**src/rtl/range_sensor_filter_linearize_assert.svh**
```systemverilog
// Assertion macros shared by the range sensor filter RTL.
// Users must have clk and rst (synchronous, active high) in scope.
`ifndef RANGE_SENSOR_FILTER_LINEARIZE_ASSERT_SVH
`define RANGE_SENSOR_FILTER_LINEARIZE_ASSERT_SVH

// same-cycle implication
`define RSFL_ASSERT_IMP(lbl, ante, cons, msg) \
  lbl: assert property (@(posedge clk) disable iff (rst) (ante) |-> (cons)) \
    else $error(msg);

// next-cycle implication
`define RSFL_ASSERT_NXT(lbl, ante, cons, msg) \
  lbl: assert property (@(posedge clk) disable iff (rst) (ante) |=> (cons)) \
    else $error(msg);

`endif

```
**src/rtl/rsfl_pkg.sv**
```systemverilog
// Shared types and constants for the range sensor filter and linearizer.
// No dependencies.
`default_nettype none

package rsfl_pkg;

  localparam int RAW_W    = 12;  // converter sample / filtered value
  localparam int SENSOR_W = 2;
  localparam int ACC_W    = 14;  // sum of up to four samples
  localparam int CAL_W    = 36;  // three packed 12-bit sensor values
  localparam int MASK_W   = 3;
  localparam int REG_W    = 3;   // config register index
  localparam int DQ_W     = 14;  // Q6.8 distance
  localparam int QUOT_W   = 12;  // interpolation quotient bits
  localparam int DIV_CW   = 4;   // counts QUOT_W steps
  localparam int SEG_W    = 3;

  localparam logic [REG_W-1:0] REG_CAL_POINT_0    = 3'd0;
  localparam logic [REG_W-1:0] REG_CAL_VALID_MASK = 3'd6;

  localparam logic [DQ_W-1:0] DIST_MIN_Q8 = 14'd1280;  // 5 cm
  localparam logic [DQ_W-1:0] DIST_MAX_Q8 = 14'd8960;  // 35 cm

  typedef struct packed {
    logic [SENSOR_W-1:0] sensor;
    logic [ACC_W-1:0]    acc;
    logic                bypass;      // read error or sensor out of range
    logic                read_error;
  } front_word_t;

  typedef struct packed {
    logic [RAW_W-1:0] filtered_raw;
    logic [DQ_W-1:0]  distance_q8;
    logic             distance_valid;
    logic             read_failed;
  } result_t;

  typedef enum logic [3:0] {
    ST_IDLE,
    ST_AVG,
    ST_SUM,
    ST_MEAN,
    ST_FILT,
    ST_SEG,
    ST_MUL,
    ST_DIV,
    ST_EMIT
  } back_state_t;

  // segment start distance, Q6.8
  function automatic logic [DQ_W-1:0] seg_base(input logic [SEG_W-1:0] idx);
    logic [DQ_W-1:0] v;
    unique case (idx)
      3'd0:    v = 14'd1280;
      3'd1:    v = 14'd2048;
      3'd2:    v = 14'd3072;
      3'd3:    v = 14'd4608;
      3'd4:    v = 14'd6400;
      default: v = 14'd1280;
    endcase
    return v;
  endfunction

  // segment distance span, Q6.8
  function automatic logic [QUOT_W-1:0] seg_step(input logic [SEG_W-1:0] idx);
    logic [QUOT_W-1:0] v;
    unique case (idx)
      3'd0:    v = 12'd768;
      3'd1:    v = 12'd1024;
      3'd2:    v = 12'd1536;
      3'd3:    v = 12'd1792;
      3'd4:    v = 12'd2560;
      default: v = 12'd0;
    endcase
    return v;
  endfunction

endpackage

`default_nettype wire

```
**src/rtl/rsfl_fifo.sv**
```systemverilog
// Two-entry register queue with push/full and pop/empty sides.
// No dependencies.
`default_nettype none

module rsfl_fifo #(
  parameter int WIDTH = 8
) (
  input  wire logic             clk,
  input  wire logic             rst,
  input  wire logic             push,
  output logic                  full,
  input  wire logic [WIDTH-1:0] din,
  input  wire logic             pop,
  output logic                  empty,
  output logic [WIDTH-1:0]      dout
);

  logic [WIDTH-1:0] mem [2];
  logic             wptr;
  logic             rptr;
  logic [1:0]       count;
  logic             do_push;
  logic             do_pop;

  assign full    = (count == 2'd2);
  assign empty   = (count == 2'd0);
  assign do_push = push && !full;
  assign do_pop  = pop && !empty;
  assign dout    = mem[rptr];

  always_ff @(posedge clk) begin
    if (rst) begin
      wptr  <= 1'b0;
      rptr  <= 1'b0;
      count <= 2'd0;
    end else begin
      if (do_push) wptr <= ~wptr;
      if (do_pop) rptr <= ~rptr;
      if (do_push && !do_pop) count <= count + 2'd1;
      else if (do_pop && !do_push) count <= count - 2'd1;
    end
  end

  always_ff @(posedge clk) begin
    if (do_push) mem[wptr] <= din;
  end

endmodule

`default_nettype wire

```
**src/rtl/rsfl_ram.sv**
```systemverilog
// Generic single-write, single-read RAM with registered read data.
// No dependencies.
`default_nettype none

module rsfl_ram #(
  parameter int WIDTH = 12,
  parameter int DEPTH = 24,
  localparam int AW   = (DEPTH > 1) ? $clog2(DEPTH) : 1
) (
  input  wire logic             clk,
  input  wire logic             we,
  input  wire logic [AW-1:0]    waddr,
  input  wire logic [WIDTH-1:0] wdata,
  input  wire logic [AW-1:0]    raddr,
  output logic [WIDTH-1:0]      rdata
);

  logic [WIDTH-1:0] mem [DEPTH];

  always_ff @(posedge clk) begin
    if (we) mem[waddr] <= wdata;
    rdata <= mem[raddr];
  end

endmodule

`default_nettype wire

```
**src/rtl/rsfl_front.sv**
```systemverilog
// Front end: takes input words, flags bypass words, sums the oversamples
// and queues the result for the back end. Uses rsfl_pkg and rsfl_fifo.
`default_nettype none

module rsfl_front #(
  parameter int SENSORS    = 3,
  parameter int OVERSAMPLE = 4
) (
  input  wire logic                          clk,
  input  wire logic                          rst,
  input  wire logic                          push,
  output logic                               full,
  input  wire logic [rsfl_pkg::SENSOR_W-1:0] sensor_index,
  input  wire logic [rsfl_pkg::RAW_W-1:0]    sample_a,
  input  wire logic [rsfl_pkg::RAW_W-1:0]    sample_b,
  input  wire logic [rsfl_pkg::RAW_W-1:0]    sample_c,
  input  wire logic [rsfl_pkg::RAW_W-1:0]    sample_d,
  input  wire logic                          read_error,
  output rsfl_pkg::front_word_t              word,
  output logic                               word_empty,
  input  wire logic                          word_pop
);

  logic [rsfl_pkg::RAW_W-1:0] samples [4];
  logic [rsfl_pkg::ACC_W-1:0] acc;
  rsfl_pkg::front_word_t      in_word;

  assign samples[0] = sample_a;
  assign samples[1] = sample_b;
  assign samples[2] = sample_c;
  assign samples[3] = sample_d;

  always_comb begin
    acc = '0;
    for (int k = 0; k < OVERSAMPLE; k++) begin
      acc = acc + rsfl_pkg::ACC_W'(samples[k]);
    end
  end

  always_comb begin
    in_word.sensor     = sensor_index;
    in_word.acc        = acc;
    in_word.read_error = read_error;
    in_word.bypass     = read_error ||
                         (sensor_index >= rsfl_pkg::SENSOR_W'(SENSORS));
  end

  rsfl_fifo #(
    .WIDTH($bits(rsfl_pkg::front_word_t))
  ) u_queue (
    .clk  (clk),
    .rst  (rst),
    .push (push),
    .full (full),
    .din  (in_word),
    .pop  (word_pop),
    .empty(word_empty),
    .dout (word)
  );

endmodule

`default_nettype wire

```
**src/rtl/rsfl_back.sv**
```systemverilog
// Back end: sequencer that averages, updates the per-sensor ring, takes the
// window mean and interpolates the calibration curve with a serial divider.
// Uses rsfl_pkg, rsfl_ram and the assertion macro header.
`default_nettype none
`include "range_sensor_filter_linearize_assert.svh"

module rsfl_back #(
  parameter int SENSORS    = 3,
  parameter int WINDOW     = 8,
  parameter int CAL_POINTS = 6,
  parameter int OVERSAMPLE = 4
) (
  input  wire logic                       clk,
  input  wire logic                       rst,
  input  wire logic                       cfg_write,
  input  wire logic [rsfl_pkg::REG_W-1:0] cfg_index,
  input  wire logic [rsfl_pkg::CAL_W-1:0] cfg_data,
  input  wire rsfl_pkg::front_word_t      in_word,
  input  wire logic                       in_empty,
  output logic                            in_pop,
  output rsfl_pkg::result_t               out_word,
  input  wire logic                       out_full,
  output logic                            out_push
);

  localparam int RAW_W  = rsfl_pkg::RAW_W;
  localparam int QW     = rsfl_pkg::QUOT_W;
  localparam int SW     = (SENSORS > 1) ? $clog2(SENSORS) : 1;
  localparam int PW     = (WINDOW > 1) ? $clog2(WINDOW) : 1;
  localparam int DEPTH  = SENSORS * WINDOW;
  localparam int AW     = (DEPTH > 1) ? $clog2(DEPTH) : 1;
  localparam int SUM_W  = $clog2(WINDOW * 4095 + 1);

  // divide by constant: multiply by ceil(2^K / N), exact for these ranges
  localparam int KO     = rsfl_pkg::ACC_W + $clog2(OVERSAMPLE) + 1;
  localparam int RO_W   = KO + 1;
  localparam int RO_INT = (2 ** KO + OVERSAMPLE - 1) / OVERSAMPLE;
  localparam int PO_W   = rsfl_pkg::ACC_W + RO_W;
  localparam int KW     = SUM_W + $clog2(WINDOW) + 1;
  localparam int RW_W   = KW + 1;
  localparam int RW_INT = (2 ** KW + WINDOW - 1) / WINDOW;
  localparam int PM_W   = SUM_W + RW_W;

  localparam logic [RO_W-1:0] RECIP_OS  = RO_W'(RO_INT);
  localparam logic [RW_W-1:0] RECIP_WIN = RW_W'(RW_INT);
  localparam logic [PW-1:0]   POS_LAST  = PW'(WINDOW - 1);
  localparam logic [rsfl_pkg::DIV_CW-1:0] DIV_LAST = rsfl_pkg::DIV_CW'(QW - 1);

  rsfl_pkg::back_state_t state, state_next;

  // config
  logic [rsfl_pkg::CAL_W-1:0]  cal_point [CAL_POINTS];
  logic [rsfl_pkg::MASK_W-1:0] cal_valid_mask;

  // per-sensor ring state
  logic [SUM_W-1:0]   win_sum [SENSORS];
  logic [PW-1:0]      win_pos [SENSORS];
  logic [SENSORS-1:0] wrapped;

  // item datapath
  logic [rsfl_pkg::SENSOR_W-1:0] sensor;
  logic [rsfl_pkg::ACC_W-1:0]    acc;
  logic [PO_W-1:0]               prod_avg;
  logic [SUM_W-1:0]              sum_reg;
  logic [PM_W-1:0]               prod_mean;
  rsfl_pkg::result_t             res;
  logic [rsfl_pkg::DQ_W-1:0]     base;
  logic [QW-1:0]                 step;
  logic [RAW_W-1:0]              dlt;
  logic [RAW_W-1:0]              span;
  logic [QW-1:0]                 rem;
  logic [QW-1:0]                 quo;
  logic [rsfl_pkg::DIV_CW-1:0]   div_cnt;

  logic [SW-1:0]    si;
  logic [PW-1:0]    pos_cur;
  logic [PW-1:0]    pos_next;
  logic [AW-1:0]    ram_addr;
  logic [RAW_W-1:0] ram_rdata;
  logic [RAW_W-1:0] avg;
  logic [RAW_W-1:0] old;
  logic [SUM_W-1:0] sum_new;
  logic [RAW_W-1:0] filt;
  logic             cal_ok;

  logic [RAW_W-1:0]          cal_raw [CAL_POINTS];
  logic                      seg_hit;
  logic [rsfl_pkg::SEG_W-1:0] seg_idx;
  logic [RAW_W-1:0]          seg_hi;
  logic [RAW_W-1:0]          seg_lo;

  logic [QW:0]   div_t;
  logic [QW:0]   div_diff;
  logic          div_ge;
  logic [QW-1:0] rem_next;
  logic [QW-1:0] quo_next;

  assign si       = sensor[SW-1:0];
  assign pos_cur  = win_pos[si];
  assign pos_next = (pos_cur == POS_LAST) ? '0 : PW'(pos_cur + PW'(1));
  assign ram_addr = AW'(AW'(si) * AW'(WINDOW) + AW'(pos_cur));
  assign avg      = prod_avg[KO +: RAW_W];
  assign old      = wrapped[si] ? ram_rdata : '0;
  assign sum_new  = win_sum[si] - SUM_W'(old) + SUM_W'(avg);
  assign filt     = res.filtered_raw;
  assign cal_ok   = cal_valid_mask[si];
  assign out_word = res;

  rsfl_ram #(
    .WIDTH(RAW_W),
    .DEPTH(DEPTH)
  ) u_window (
    .clk  (clk),
    .we   (state == rsfl_pkg::ST_SUM),
    .waddr(ram_addr),
    .wdata(avg),
    .raddr(ram_addr),
    .rdata(ram_rdata)
  );

  always_comb begin
    for (int i = 0; i < CAL_POINTS; i++) begin
      cal_raw[i] = cal_point[i][RAW_W*si +: RAW_W];
    end
  end

  // first matching segment wins: scan from the top so lower ones override
  always_comb begin
    seg_hit = 1'b0;
    seg_idx = '0;
    seg_hi  = '0;
    seg_lo  = '0;
    for (int i = CAL_POINTS - 2; i >= 0; i--) begin
      if (filt <= cal_raw[i] && filt >= cal_raw[i+1]) begin
        seg_hit = 1'b1;
        seg_idx = rsfl_pkg::SEG_W'(i);
        seg_hi  = cal_raw[i];
        seg_lo  = cal_raw[i+1];
      end
    end
  end

  // one restoring step; remainder stays below span so QW bits hold it
  always_comb begin
    div_t    = {rem, quo[QW-1]};
    div_diff = div_t - (QW+1)'(span);
    div_ge   = (div_t >= (QW+1)'(span));
    rem_next = div_ge ? div_diff[QW-1:0] : div_t[QW-1:0];
    quo_next = {quo[QW-2:0], div_ge};
  end

  always_ff @(posedge clk) begin
    if (rst) state <= rsfl_pkg::ST_IDLE;
    else     state <= state_next;
  end

  always_comb begin
    state_next = state;
    in_pop     = 1'b0;
    out_push   = 1'b0;
    unique case (state)
      rsfl_pkg::ST_IDLE: begin
        if (!in_empty) begin
          in_pop     = 1'b1;
          state_next = in_word.bypass ? rsfl_pkg::ST_EMIT : rsfl_pkg::ST_AVG;
        end
      end
      rsfl_pkg::ST_AVG:  state_next = rsfl_pkg::ST_SUM;
      rsfl_pkg::ST_SUM:  state_next = rsfl_pkg::ST_MEAN;
      rsfl_pkg::ST_MEAN: state_next = rsfl_pkg::ST_FILT;
      rsfl_pkg::ST_FILT: state_next = rsfl_pkg::ST_SEG;
      rsfl_pkg::ST_SEG: begin
        state_next = (cal_ok && seg_hit) ? rsfl_pkg::ST_MUL : rsfl_pkg::ST_EMIT;
      end
      rsfl_pkg::ST_MUL:  state_next = rsfl_pkg::ST_DIV;
      rsfl_pkg::ST_DIV: begin
        if (div_cnt == DIV_LAST) state_next = rsfl_pkg::ST_EMIT;
      end
      rsfl_pkg::ST_EMIT: begin
        if (!out_full) begin
          out_push   = 1'b1;
          state_next = rsfl_pkg::ST_IDLE;
        end
      end
      default: state_next = rsfl_pkg::ST_IDLE;
    endcase
  end

  // control and persistent state
  always_ff @(posedge clk) begin
    if (rst) begin
      for (int i = 0; i < CAL_POINTS; i++) cal_point[i] <= '0;
      cal_valid_mask <= '0;
      for (int s = 0; s < SENSORS; s++) begin
        win_sum[s] <= '0;
        win_pos[s] <= '0;
      end
      wrapped <= '0;
      div_cnt <= '0;
    end else begin
      if (cfg_write) begin
        for (int i = 0; i < CAL_POINTS; i++) begin
          if (cfg_index == rsfl_pkg::REG_CAL_POINT_0 + rsfl_pkg::REG_W'(i)) begin
            cal_point[i] <= cfg_data;
          end
        end
        if (cfg_index == rsfl_pkg::REG_CAL_VALID_MASK) begin
          cal_valid_mask <= cfg_data[rsfl_pkg::MASK_W-1:0];
        end
      end
      if (state == rsfl_pkg::ST_SUM) begin
        win_sum[si] <= sum_new;
        win_pos[si] <= pos_next;
        if (pos_cur == POS_LAST) wrapped[si] <= 1'b1;
      end
      if (state == rsfl_pkg::ST_MUL) div_cnt <= '0;
      else if (state == rsfl_pkg::ST_DIV) div_cnt <= div_cnt + rsfl_pkg::DIV_CW'(1);
    end
  end

  // item datapath
  always_ff @(posedge clk) begin
    case (state)
      rsfl_pkg::ST_IDLE: begin
        if (in_pop) begin
          sensor             <= in_word.sensor;
          acc                <= in_word.acc;
          res.filtered_raw   <= '0;
          res.distance_q8    <= '0;
          res.distance_valid <= 1'b0;
          res.read_failed    <= in_word.read_error;
        end
      end
      rsfl_pkg::ST_AVG:  prod_avg  <= PO_W'(acc) * PO_W'(RECIP_OS);
      rsfl_pkg::ST_SUM:  sum_reg   <= sum_new;
      rsfl_pkg::ST_MEAN: prod_mean <= PM_W'(sum_reg) * PM_W'(RECIP_WIN);
      rsfl_pkg::ST_FILT: res.filtered_raw <= prod_mean[KW +: RAW_W];
      rsfl_pkg::ST_SEG: begin
        base <= rsfl_pkg::seg_base(seg_idx);
        step <= rsfl_pkg::seg_step(seg_idx);
        dlt  <= seg_hi - filt;
        span <= seg_hi - seg_lo;
        if (!cal_ok) begin
          res.distance_q8    <= '0;
          res.distance_valid <= 1'b0;
        end else if (seg_hit) begin
          res.distance_valid <= 1'b1;
        end else if (filt > cal_raw[0]) begin
          res.distance_q8    <= rsfl_pkg::DIST_MIN_Q8;
          res.distance_valid <= 1'b1;
        end else begin
          res.distance_q8    <= '0;
          res.distance_valid <= 1'b0;
        end
      end
      rsfl_pkg::ST_MUL: {rem, quo} <= (2*QW)'(dlt) * (2*QW)'(step);
      rsfl_pkg::ST_DIV: begin
        rem <= rem_next;
        quo <= quo_next;
        if (div_cnt == DIV_LAST) begin
          // zero-width segment: fraction is zero
          res.distance_q8 <= base + ((span == '0) ? '0 : rsfl_pkg::DQ_W'(quo_next));
        end
      end
      default: ;
    endcase
  end

  `RSFL_ASSERT_IMP(a_fail_clears, out_push && out_word.read_failed,
    out_word.filtered_raw == '0 && !out_word.distance_valid, "read error word carries data")
  `RSFL_ASSERT_IMP(a_invalid_zero, out_push && !out_word.distance_valid,
    out_word.distance_q8 == '0, "invalid distance not zero")
  `RSFL_ASSERT_IMP(a_dist_range, out_push && out_word.distance_valid,
    out_word.distance_q8 >= rsfl_pkg::DIST_MIN_Q8 &&
    out_word.distance_q8 <= rsfl_pkg::DIST_MAX_Q8, "distance outside calibrated span")
  `RSFL_ASSERT_NXT(a_emit_done, state == rsfl_pkg::ST_EMIT && !out_full,
    state == rsfl_pkg::ST_IDLE, "sequencer stuck after result push")

endmodule

`default_nettype wire

```
**src/rtl/range_sensor_filter_linearize.sv**
```systemverilog
// A bypass word (read error or bad sensor) goes from accept straight to emit;
//   others pass the average, sum, mean, filter and segment states, interpolated
//   ones then a multiply state and the 12-step serial divider. A new word is
//   taken after the last result push; a two-word queue sits on each side.
// Reset (rst, sync): clears calibration, window sums, positions and fill flags;
//   window RAM contents are ignored until a sensor's ring has wrapped.
`default_nettype none

module range_sensor_filter_linearize #(
  parameter int SENSORS    = 3,
  parameter int WINDOW     = 8,
  parameter int CAL_POINTS = 6,
  parameter int OVERSAMPLE = 4
) (
  input  wire logic                          clk,
  input  wire logic                          rst,
  input  wire logic                          push,
  output logic                               full,
  input  wire logic [rsfl_pkg::SENSOR_W-1:0] sensor_index,
  input  wire logic [rsfl_pkg::RAW_W-1:0]    sample_a,
  input  wire logic [rsfl_pkg::RAW_W-1:0]    sample_b,
  input  wire logic [rsfl_pkg::RAW_W-1:0]    sample_c,
  input  wire logic [rsfl_pkg::RAW_W-1:0]    sample_d,
  input  wire logic                          read_error,
  output logic                               empty,
  input  wire logic                          pop,
  output logic [rsfl_pkg::RAW_W-1:0]         filtered_raw,
  output logic [rsfl_pkg::DQ_W-1:0]          distance_q8,
  output logic                               distance_valid,
  output logic                               read_failed,
  input  wire logic                          cfg_write,
  input  wire logic [rsfl_pkg::REG_W-1:0]    cfg_index,
  input  wire logic [rsfl_pkg::CAL_W-1:0]    cfg_data
);

  rsfl_pkg::front_word_t front_word;
  logic                  front_empty;
  logic                  front_pop;
  rsfl_pkg::result_t     back_word;
  logic                  back_push;
  logic                  res_full;
  rsfl_pkg::result_t     res_word;

  rsfl_front #(
    .SENSORS   (SENSORS),
    .OVERSAMPLE(OVERSAMPLE)
  ) u_front (
    .clk         (clk),
    .rst         (rst),
    .push        (push),
    .full        (full),
    .sensor_index(sensor_index),
    .sample_a    (sample_a),
    .sample_b    (sample_b),
    .sample_c    (sample_c),
    .sample_d    (sample_d),
    .read_error  (read_error),
    .word        (front_word),
    .word_empty  (front_empty),
    .word_pop    (front_pop)
  );

  rsfl_back #(
    .SENSORS   (SENSORS),
    .WINDOW    (WINDOW),
    .CAL_POINTS(CAL_POINTS),
    .OVERSAMPLE(OVERSAMPLE)
  ) u_back (
    .clk      (clk),
    .rst      (rst),
    .cfg_write(cfg_write),
    .cfg_index(cfg_index),
    .cfg_data (cfg_data),
    .in_word  (front_word),
    .in_empty (front_empty),
    .in_pop   (front_pop),
    .out_word (back_word),
    .out_full (res_full),
    .out_push (back_push)
  );

  rsfl_fifo #(
    .WIDTH($bits(rsfl_pkg::result_t))
  ) u_result_queue (
    .clk  (clk),
    .rst  (rst),
    .push (back_push),
    .full (res_full),
    .din  (back_word),
    .pop  (pop),
    .empty(empty),
    .dout (res_word)
  );

  assign filtered_raw   = res_word.filtered_raw;
  assign distance_q8    = res_word.distance_q8;
  assign distance_valid = res_word.distance_valid;
  assign read_failed    = res_word.read_failed;

endmodule

`default_nettype wire

```
**config.mk**
```make
export PLATFORM = sky130hd
export DESIGN_NAME = range_sensor_filter_linearize
export DESIGN_NICKNAME = d
export VERILOG_FILES = /design/src/rtl/rsfl_pkg.sv /design/src/rtl/rsfl_fifo.sv /design/src/rtl/rsfl_ram.sv /design/src/rtl/rsfl_front.sv /design/src/rtl/rsfl_back.sv /design/src/rtl/range_sensor_filter_linearize.sv
export VERILOG_INCLUDE_DIRS = /design/src /design/src/rtl
export SDC_FILE = /design/constraint.sdc
export NUM_CORES = 1
export LEC_CHECK = 0
export BUFFER_PORTS_ARGS = -buffer_cell sky130_fd_sc_hd__buf_2
export CAP_MARGIN = 25
export CORE_UTILIZATION = 30
export DETAILED_ROUTE_END_ITERATION = 7
export PLACE_DENSITY = 0.48
export SLEW_MARGIN = 20
export SYNTH_ARGS = -nofsm -noshare
export SYNTH_HDL_FRONTEND = slang
export SYNTH_SLANG_ARGS = --single-unit
```
**constraint.sdc**
```tcl
create_clock -name clk -period 6.55 [get_ports clk]
set_input_delay 1.31 -clock clk [delete_from_list [all_inputs] [get_ports clk]]
set_output_delay 1.31 -clock clk [all_outputs]
set_load 0.02 [all_outputs]
```
Word-level counts from Yosys, hierarchy flattened. Memory sizes are Yosys's and may differ from the RTL's. A register that Yosys moved wholly into a read port is not among the register bits. Index checks and enable logic that the tools add are counted.

Register bits: 184. Bits in writable memories: 650. Bits of input ports: 95. Output and inout bits: 30. Word-level logic and storage cells: 263. Memories: 6.

Memory list: u_back.u_window.mem (words 24, bits a word 12, rd ports 1, clocked after Yosys merged registers in 1, write ports 1, RTL line rsfl_ram.sv:18) `logic [WIDTH-1:0] mem [DEPTH];`; u_back.cal_point (words 6, bits a word 36, rd ports 6, clocked after Yosys merged registers in 0, write ports 6, RTL line rsfl_back.sv:52) `logic [rsfl_pkg::CAL_W-1:0] cal_point [CAL_POINTS];`; u_result_queue.mem (words 2, bits a word 28, rd ports 1, clocked after Yosys merged registers in 1, write ports 1, RTL line rsfl_fifo.sv:18) `logic [WIDTH-1:0] mem [2];`; u_back.win_sum (words 3, bits a word 15, rd ports 1, clocked after Yosys merged registers in 1, write ports 3, RTL line rsfl_back.sv:56) `logic [SUM_W-1:0] win_sum [SENSORS];`; u_front.u_queue.mem (words 2, bits a word 18, rd ports 1, clocked after Yosys merged registers in 1, write ports 1, RTL line rsfl_fifo.sv:18); u_back.win_pos (words 3, bits a word 3, rd ports 1, clocked after Yosys merged registers in 1, write ports 3, RTL line rsfl_back.sv:57) `logic [PW-1:0] win_pos [SENSORS];`.

Add/subtract/negate cells: 16. $mul: 2. Magnitude comparators: 15. Eq/ne operators: 27. Shifts and indexed selects: 6. Mux-type cells: 109. Bitwise operators: 11. Reductions and logical operators: 46.

Operators by type and width (count): 36-bit 2-to-1 mux (6); 36-bit by 7-bit indexed part select with 12-bit output (6); 12-bit 2-to-1 mux (14); 12-bit one-hot mux with 2 select lines (3); 12-bit greater-or-equal comparator (5); 12-bit <= comparator (5); 12-bit one-hot mux with 5 select lines (1); 1-bit 2-to-1 mux (53); 13-bit one-hot mux with 4 select lines (1); 14-bit one-hot mux with 3 select lines (1); 4-bit one-hot mux with 9 select lines (1); 12-bit subtractor (3); 15-bit 2-to-1 mux (2); 14-bit by 12-bit adder with 14-bit output (2); 14-bit 2-to-1 mux (2); 28-bit 2-to-1 mux (1); 12-bit by 12-bit multiplier with 24-bit output (1); 3-bit 2-to-1 mux (7); 4-bit 2-to-1 mux (5); 4-bit by 3-bit == test with 1-bit output, second input constant (4); 2-bit 2-to-1 mux (8); 15-bit by 12-bit adder with 15-bit output (1); 3-bit == test, second input constant (5); 1-bit logical AND (15); other kinds (42) (80).

Longest topological paths before layout.
Depth after elaboration: 12. Depth in mapped cells: 31. Depth with buffers taken out: 26.

Cells and area by module. From an unflattened synthesis, not the netlist that was laid out.

Cell total of the unflattened synthesis: 3049. Area, all modules: 41314.6 um2.

By module, submodules not included: rsfl_back (times used 1, cells each 2136, area an instance 24768.8 um2, seq. area each 13022.5 um2); rsfl_ram (times used 1, cells each 551, area an instance 11454.7 um2, seq. area each 8888.5 um2); rsfl_fifo at u_result_queue (times used 1, cells each 112, area an instance 2234.6 um2, seq. area each 1781.7 um2); rsfl_fifo at u_front.u_queue (times used 1, cells each 81, area an instance 1514.0 um2, seq. area each 1181.1 um2); rsfl_front (times used 1, cells each 169, area an instance 1342.5 um2, seq. area each 0.0 um2).

Least setup slack after synthesis. No wires, ideal clock.

Kind: flip-flop to flip-flop. From: reg u_back.sensor[1] (netlist bit). To: reg u_back.span[11], data pin. Library setup time: 268 ps. Arrival: 5956 ps. Required time: 6282 ps. Setup slack: 327 ps. Stages on the path, launching flop included: 27. Path buffers: 6. Period minus slack after synthesis: 6223 ps. Cell sequence: edfxtp_1 > buf_2 > buf_2 > buf_2 > buf_1 > mux2i_1 > nor2_1 > a21oi_1 > ha_1 > a21o_1 > a21o_1 > a21o_1 > a2111oi_0 > o21ai_1 > clkbuf_1 > clkbuf_1 > mux2i_1 > ha_1 > nor2b_1 > o21ai_0 > a21boi_0 > o21ai_0 > a21oi_1 > a211o_1 > a21o_1 > a21oi_1 > xnor3_1.

Longest elaborated chain between the ends: 10. Elaborated cells on any way between the ends: 33. Those cells by class: add/sub: 1; mul: 1; order compare: 10; shift: 6; mux: 10; reduce/logical: 5.

Ends and longest elaborated chain: from (decl) (RTL line rsfl_back.sv:61) `logic [rsfl_pkg::SENSOR_W-1:0] sensor;`; from (signal assigned) (RTL line rsfl_back.sv:226) `sensor <= in_word.sensor;`; 2-bit by 2-bit multiplier with 4-bit output * (RTL line rsfl_back.sv:123) `cal_raw[i] = cal_point[i][RAW_W*si +: RAW_W];`; 36-bit by 7-bit indexed part select with 12-bit output (RTL line rsfl_back.sv:123); 12-bit <= comparator / 12-bit greater-or-equal comparator (equally long branches) (RTL line rsfl_back.sv:134) `if (filt <= cal_raw[i] && filt >= cal_raw[i+1]) begin`; 1-bit logical AND (RTL line rsfl_back.sv:134); 12-bit 2-to-1 mux (5 in a row) (RTL line rsfl_back.sv:134); 12-bit subtractor * (RTL line rsfl_back.sv:242) `span <= seg_hi - seg_lo;`; to (signal assigned) (RTL line rsfl_back.sv:242); to (decl) (RTL line rsfl_back.sv:70) `logic [RAW_W-1:0] span;`.

Mark *: on every way between the ends. The rest lies on a longest branch, timed or not. A chain may end at the register's enable or synchronous reset.

Worst setup path in the final report.
From: reg u_back.sensor[1] (netlist bit). To: reg u_back.dlt[10], data pin.

Longest elaborated chain between the ends: 10. Elaborated cells on any way between the ends: 28. Those cells by class: add/sub: 1; mul: 1; order compare: 10; shift: 6; mux: 5; reduce/logical: 5.

Ends and longest elaborated chain: 2-bit by 2-bit multiplier with 4-bit output * (RTL line rsfl_back.sv:123); 36-bit by 7-bit indexed part select with 12-bit output (RTL line rsfl_back.sv:123); 12-bit <= comparator / 12-bit greater-or-equal comparator (equally long branches) (RTL line rsfl_back.sv:134); 1-bit logical AND (RTL line rsfl_back.sv:134); 12-bit 2-to-1 mux (4 in a row) (RTL line rsfl_back.sv:134); 12-bit 2-to-1 mux * (RTL line rsfl_back.sv:134); 12-bit subtractor * (RTL line rsfl_back.sv:241) `dlt <= seg_hi - filt;`; to (signal assigned) (RTL line rsfl_back.sv:241); to (decl) (RTL line rsfl_back.sv:69) `logic [RAW_W-1:0] dlt;`.

Marks and branches as above.

==> summary.txt <==
Global route
  • Total GRT Usage: 15.4%
  • Vias in the first global route: 24400
  • Largest net degree at the start of global routing: 63
  • GRT Residual Overflow: 0
  • Global-route wire length before repair: 158000 µm
  • Initial antenna violation count: 10
  • Grt peak-use layer: met2
  • GR Util met3: 2.29%
  • GRT met2 Usage: 26.7%
  • Met1 Usage GRT: 19.9%

Pwr
  • Combinational power share: 47.4%
  • Leak: 0.0177 µW
  • Max rail drop VDD: 0.502 mV
  • Int Pwr: 14600 µW
  • Seq pwr share: 31.5%
  • Psw: 9450 µW
  • Sw frac: 39.3%
  • Clock power share: 21.2%
  • Pwr Density: 509 nW/µm²

Clocking
  • Clock-pin slew on the worst setup and hold paths: 0.06 ns
  • CTS H-tree lvls: 3
  • Total CTS buffers: 93
  • CTS tree: yes
  • Worst-case clock buffer depth: 3
  • CTS root buf: clkbuf_16
  • Worst skew pair latency: 0.69 ns
  • CTS Sinks: 837
  • Post-CTS repair timing setup buffer count: 0

Synthesis
  • Flops & latches, synth: 837
  • Cell with the most instances after synthesis: edfxtp_1
  • Seq/Total Area, Yosys: 60.7%
  • Top FF cell, synth: edfxtp_1
  • Post-synth top area cell: edfxtp_1
  • Top area cells in the synthesized netlist: edfxtp_1 (59%), ha_1 (6.4%), mux4_2 (5.0%), and2_1 (4.0%), mux2i_1 (2.5%)
  • Post-synth EDFFs: 799
  • Commonest cells post-synth: edfxtp_1 (799), and2_1 (262), nor2_1 (251), ha_1 (208), inv_1 (167)
  • Mapped Avg Cell Area: 13.7 µm²
  • Netlist Area Pre-Place: 40800 µm²
  • Net Count, Synth: 3330
  • Syn Inst Count: 2977
  • Post-synth top area share: 58.8%
  • Yosys warnings: 0
  • Post-synth ARST share: 0%
  • Synth unique cells: 77

Die
  • Starting Density: 30.4%
  • Die Width: 371 µm
  • Row cnt: 134
  • Core area: 134000 µm²
  • Die height: 371 µm
  • I/O Pins: 125
  • Die area: 137000 µm²

STA
  • Hold Fails Final Rpt: 0
  • Worst Skew: 0.0233 ns
  • Final setup violation count: 0
  • Hold slack: 0.410 ns
  • Fin crit share: 93.0%
  • Actual slew at the worst max-slew pin: 0.899 ns
  • RSZ-0062 raised after global routing: no
  • Slew margin rel.: 39.9%
  • Max frequency: 0.164 GHz
  • Setup TNS: 0 ns
  • Fin. max-slew vios: 0
  • Min Tclk post-route: 6.09 ns

Routing
  • Antenna-violating nets left: 0
  • Via Count: 24100
  • DR pass1 iterations: 5
  • WL/cell: 21.0 µm
  • DRC: 0
  • Via/cell ratio: 4.79
  • Drt initial violations: 1632
  • Total wire length: 106000 µm

Status
  • Status: completed

Critical path
  • Reg2reg path depth: 29
  • Critical R2R Launch: u_back.sensor[1]
  • Dominant cell type by count on the critical path: a21oi_1
  • Crit path max fanout: 55
  • Reg2Reg Setup Slack: 0.46 ns
  • CP max stage cell: edfxtp_1
  • WS Path Type: reg -> reg
  • Max incr delay on CP: 0.41 ns
  • Crit path launch type: register
  • Critical path data arrival time: 6.53 ns
  • Crit. End Element: register
  • Data required, critical path: 6.99 ns
  • Worst setup path start: u_back.sensor[1]

Worst hold path
  • Hold depth: 0
  • Worst Hold Launch: u_back.sum_reg[7]
  • Hold Crit Class: reg -> reg

Finish
  • Nets@finish: 3543
  • Share of layout cells above drive strength 1: 17.1%
  • Max FFs per register: 288
  • FILL cells: 13100
  • Largest regs: u_back.u_window.mem x288, u_back.cal_point x216, u_back.win_sum x60
  • Area Growth Syn to Fin: 15.7%
  • Largest register by flop count: u_back.u_window.mem

Place
  • Number of buffers added on ports: 124
  • Dpl hpwl: 72500 µm
  • GPL Wtd Cong: 0.859

Flow run
  • Max-cap violations: 0
kinds of logic (layout without fill, tap and decap cells):
family / after synthesis / in the layout / synth area share [%]
AOI/OAI and AO/OA: 411 / 411 / 6.34
xor gates and xnor gates: 75 / 75 / 1.64
adders and majority gates: 258 / 258 / 8.83
buffers and inverters: 287 / 577 / 2.79
DFF: 837 / 837 / 60.7
muxes: 253 / 253 / 9.16
other: 0 / 1 / 0
and+or+nand+nor: 856 / 856 / 10.5
per-layer routing:
layer / routed length, µm / share of wire (%)
met5: 20 / 0.019
met3: 3440 / 3.3
met2: 53100 / 50
met4: 2480 / 2.3
met1: 46800 / 44
final timing paths:
kind                                             end
worst max-delay path                  u_back.dlt[10]
worst max register to register        u_back.dlt[10]
worst min register to register  u_back.prod_mean[23]
worst min-delay path            u_back.prod_mean[23]
area by class of cell:
type | count | area, µm² | area share [%]
flip-flops and latches | 837 | 24800 | 52.4
multi-input cells | 1853 | 15000 | 31.8
clock buffers | 114 | 2460 | 5.21
well taps | 1768 | 2210 | 4.69
repair buffers | 238 | 1660 | 3.52
inverters | 167 | 627 | 1.33
clock inverters | 58 | 470 | 0.997
diodes | 1 | 2.50 | 0.00530
power by group through the flow:
stage	combinational (µW)	sequential, µW	clock, µW
2_1_floorplan	7930	7470	0
3_3_place_gp	11300	7740	0
3_5_place_dp	11500	7700	0
4_1_cts	11500	7600	5240
5_1_grt	12600	7620	5420
6_report	11400	7570	5090
what timing repair did:
| item | in CTS | in global routing |
|---|---|---|
| hold buffers | 0 | 0 |
| gates resized for setup | 0 | 8 |
| setup endpoints to repair | 0 | 2 |
worst max-delay path: cells and delay by family (launching register included):
kind / cells / cell delay, ns
AND/OR/NAND/NOR: 5 / 0.88
flip-flops: 1 / 0.41
AO/OA/AOI/OAI: 15 / 2.63
adder cells (fa/ha/maj): 3 / 0.95
XOR/XNOR: 1 / 0.08
buffers and inverters: 5 / 0.81
cells in the final DEF, fill, tap and decap left out, types with 34 or more instances in the layout:
cell type | netlist | final
buf_2 | 24 | 125
inv_1 | 167 | 167
xnor2_1 | 43 | 43
nand3_1 | 34 | 34
nand2_1 | 155 | 155
mux2i_1 | 101 | 101
o21ai_0 | 64 | 62
buf_4 | 6 | 93
mux4_2 | 90 | 88
nor2_1 | 251 | 243
clkbuf_16 | 0 | 94
dfxtp_1 | 38 | 38
and2_1 | 262 | 262
edfxtp_1 | 799 | 799
mux2_2 | 62 | 62
ha_1 | 208 | 208
fa_1 | 50 | 50
nor2b_1 | 40 | 39
a21oi_1 | 148 | 146
stage by stage:
step	utilization (%)	power (µW)	cells	setup WS, ns	cell area, µm²
3_5_place_dp	32.9	19200	4858	0.441	44200
3_3_place_gp	32.8	19100	4846	0.445	44000
4_1_cts	35.1	24300	5030	0.418	47100
2_1_floorplan	-	15400	2977	0.327	40800
5_1_grt	35.2	25600	5035	0.0297	47200
6_report	35.2	24000	5036	0.460	47200
Note: power is estimated with default switching activity, not from simulation.
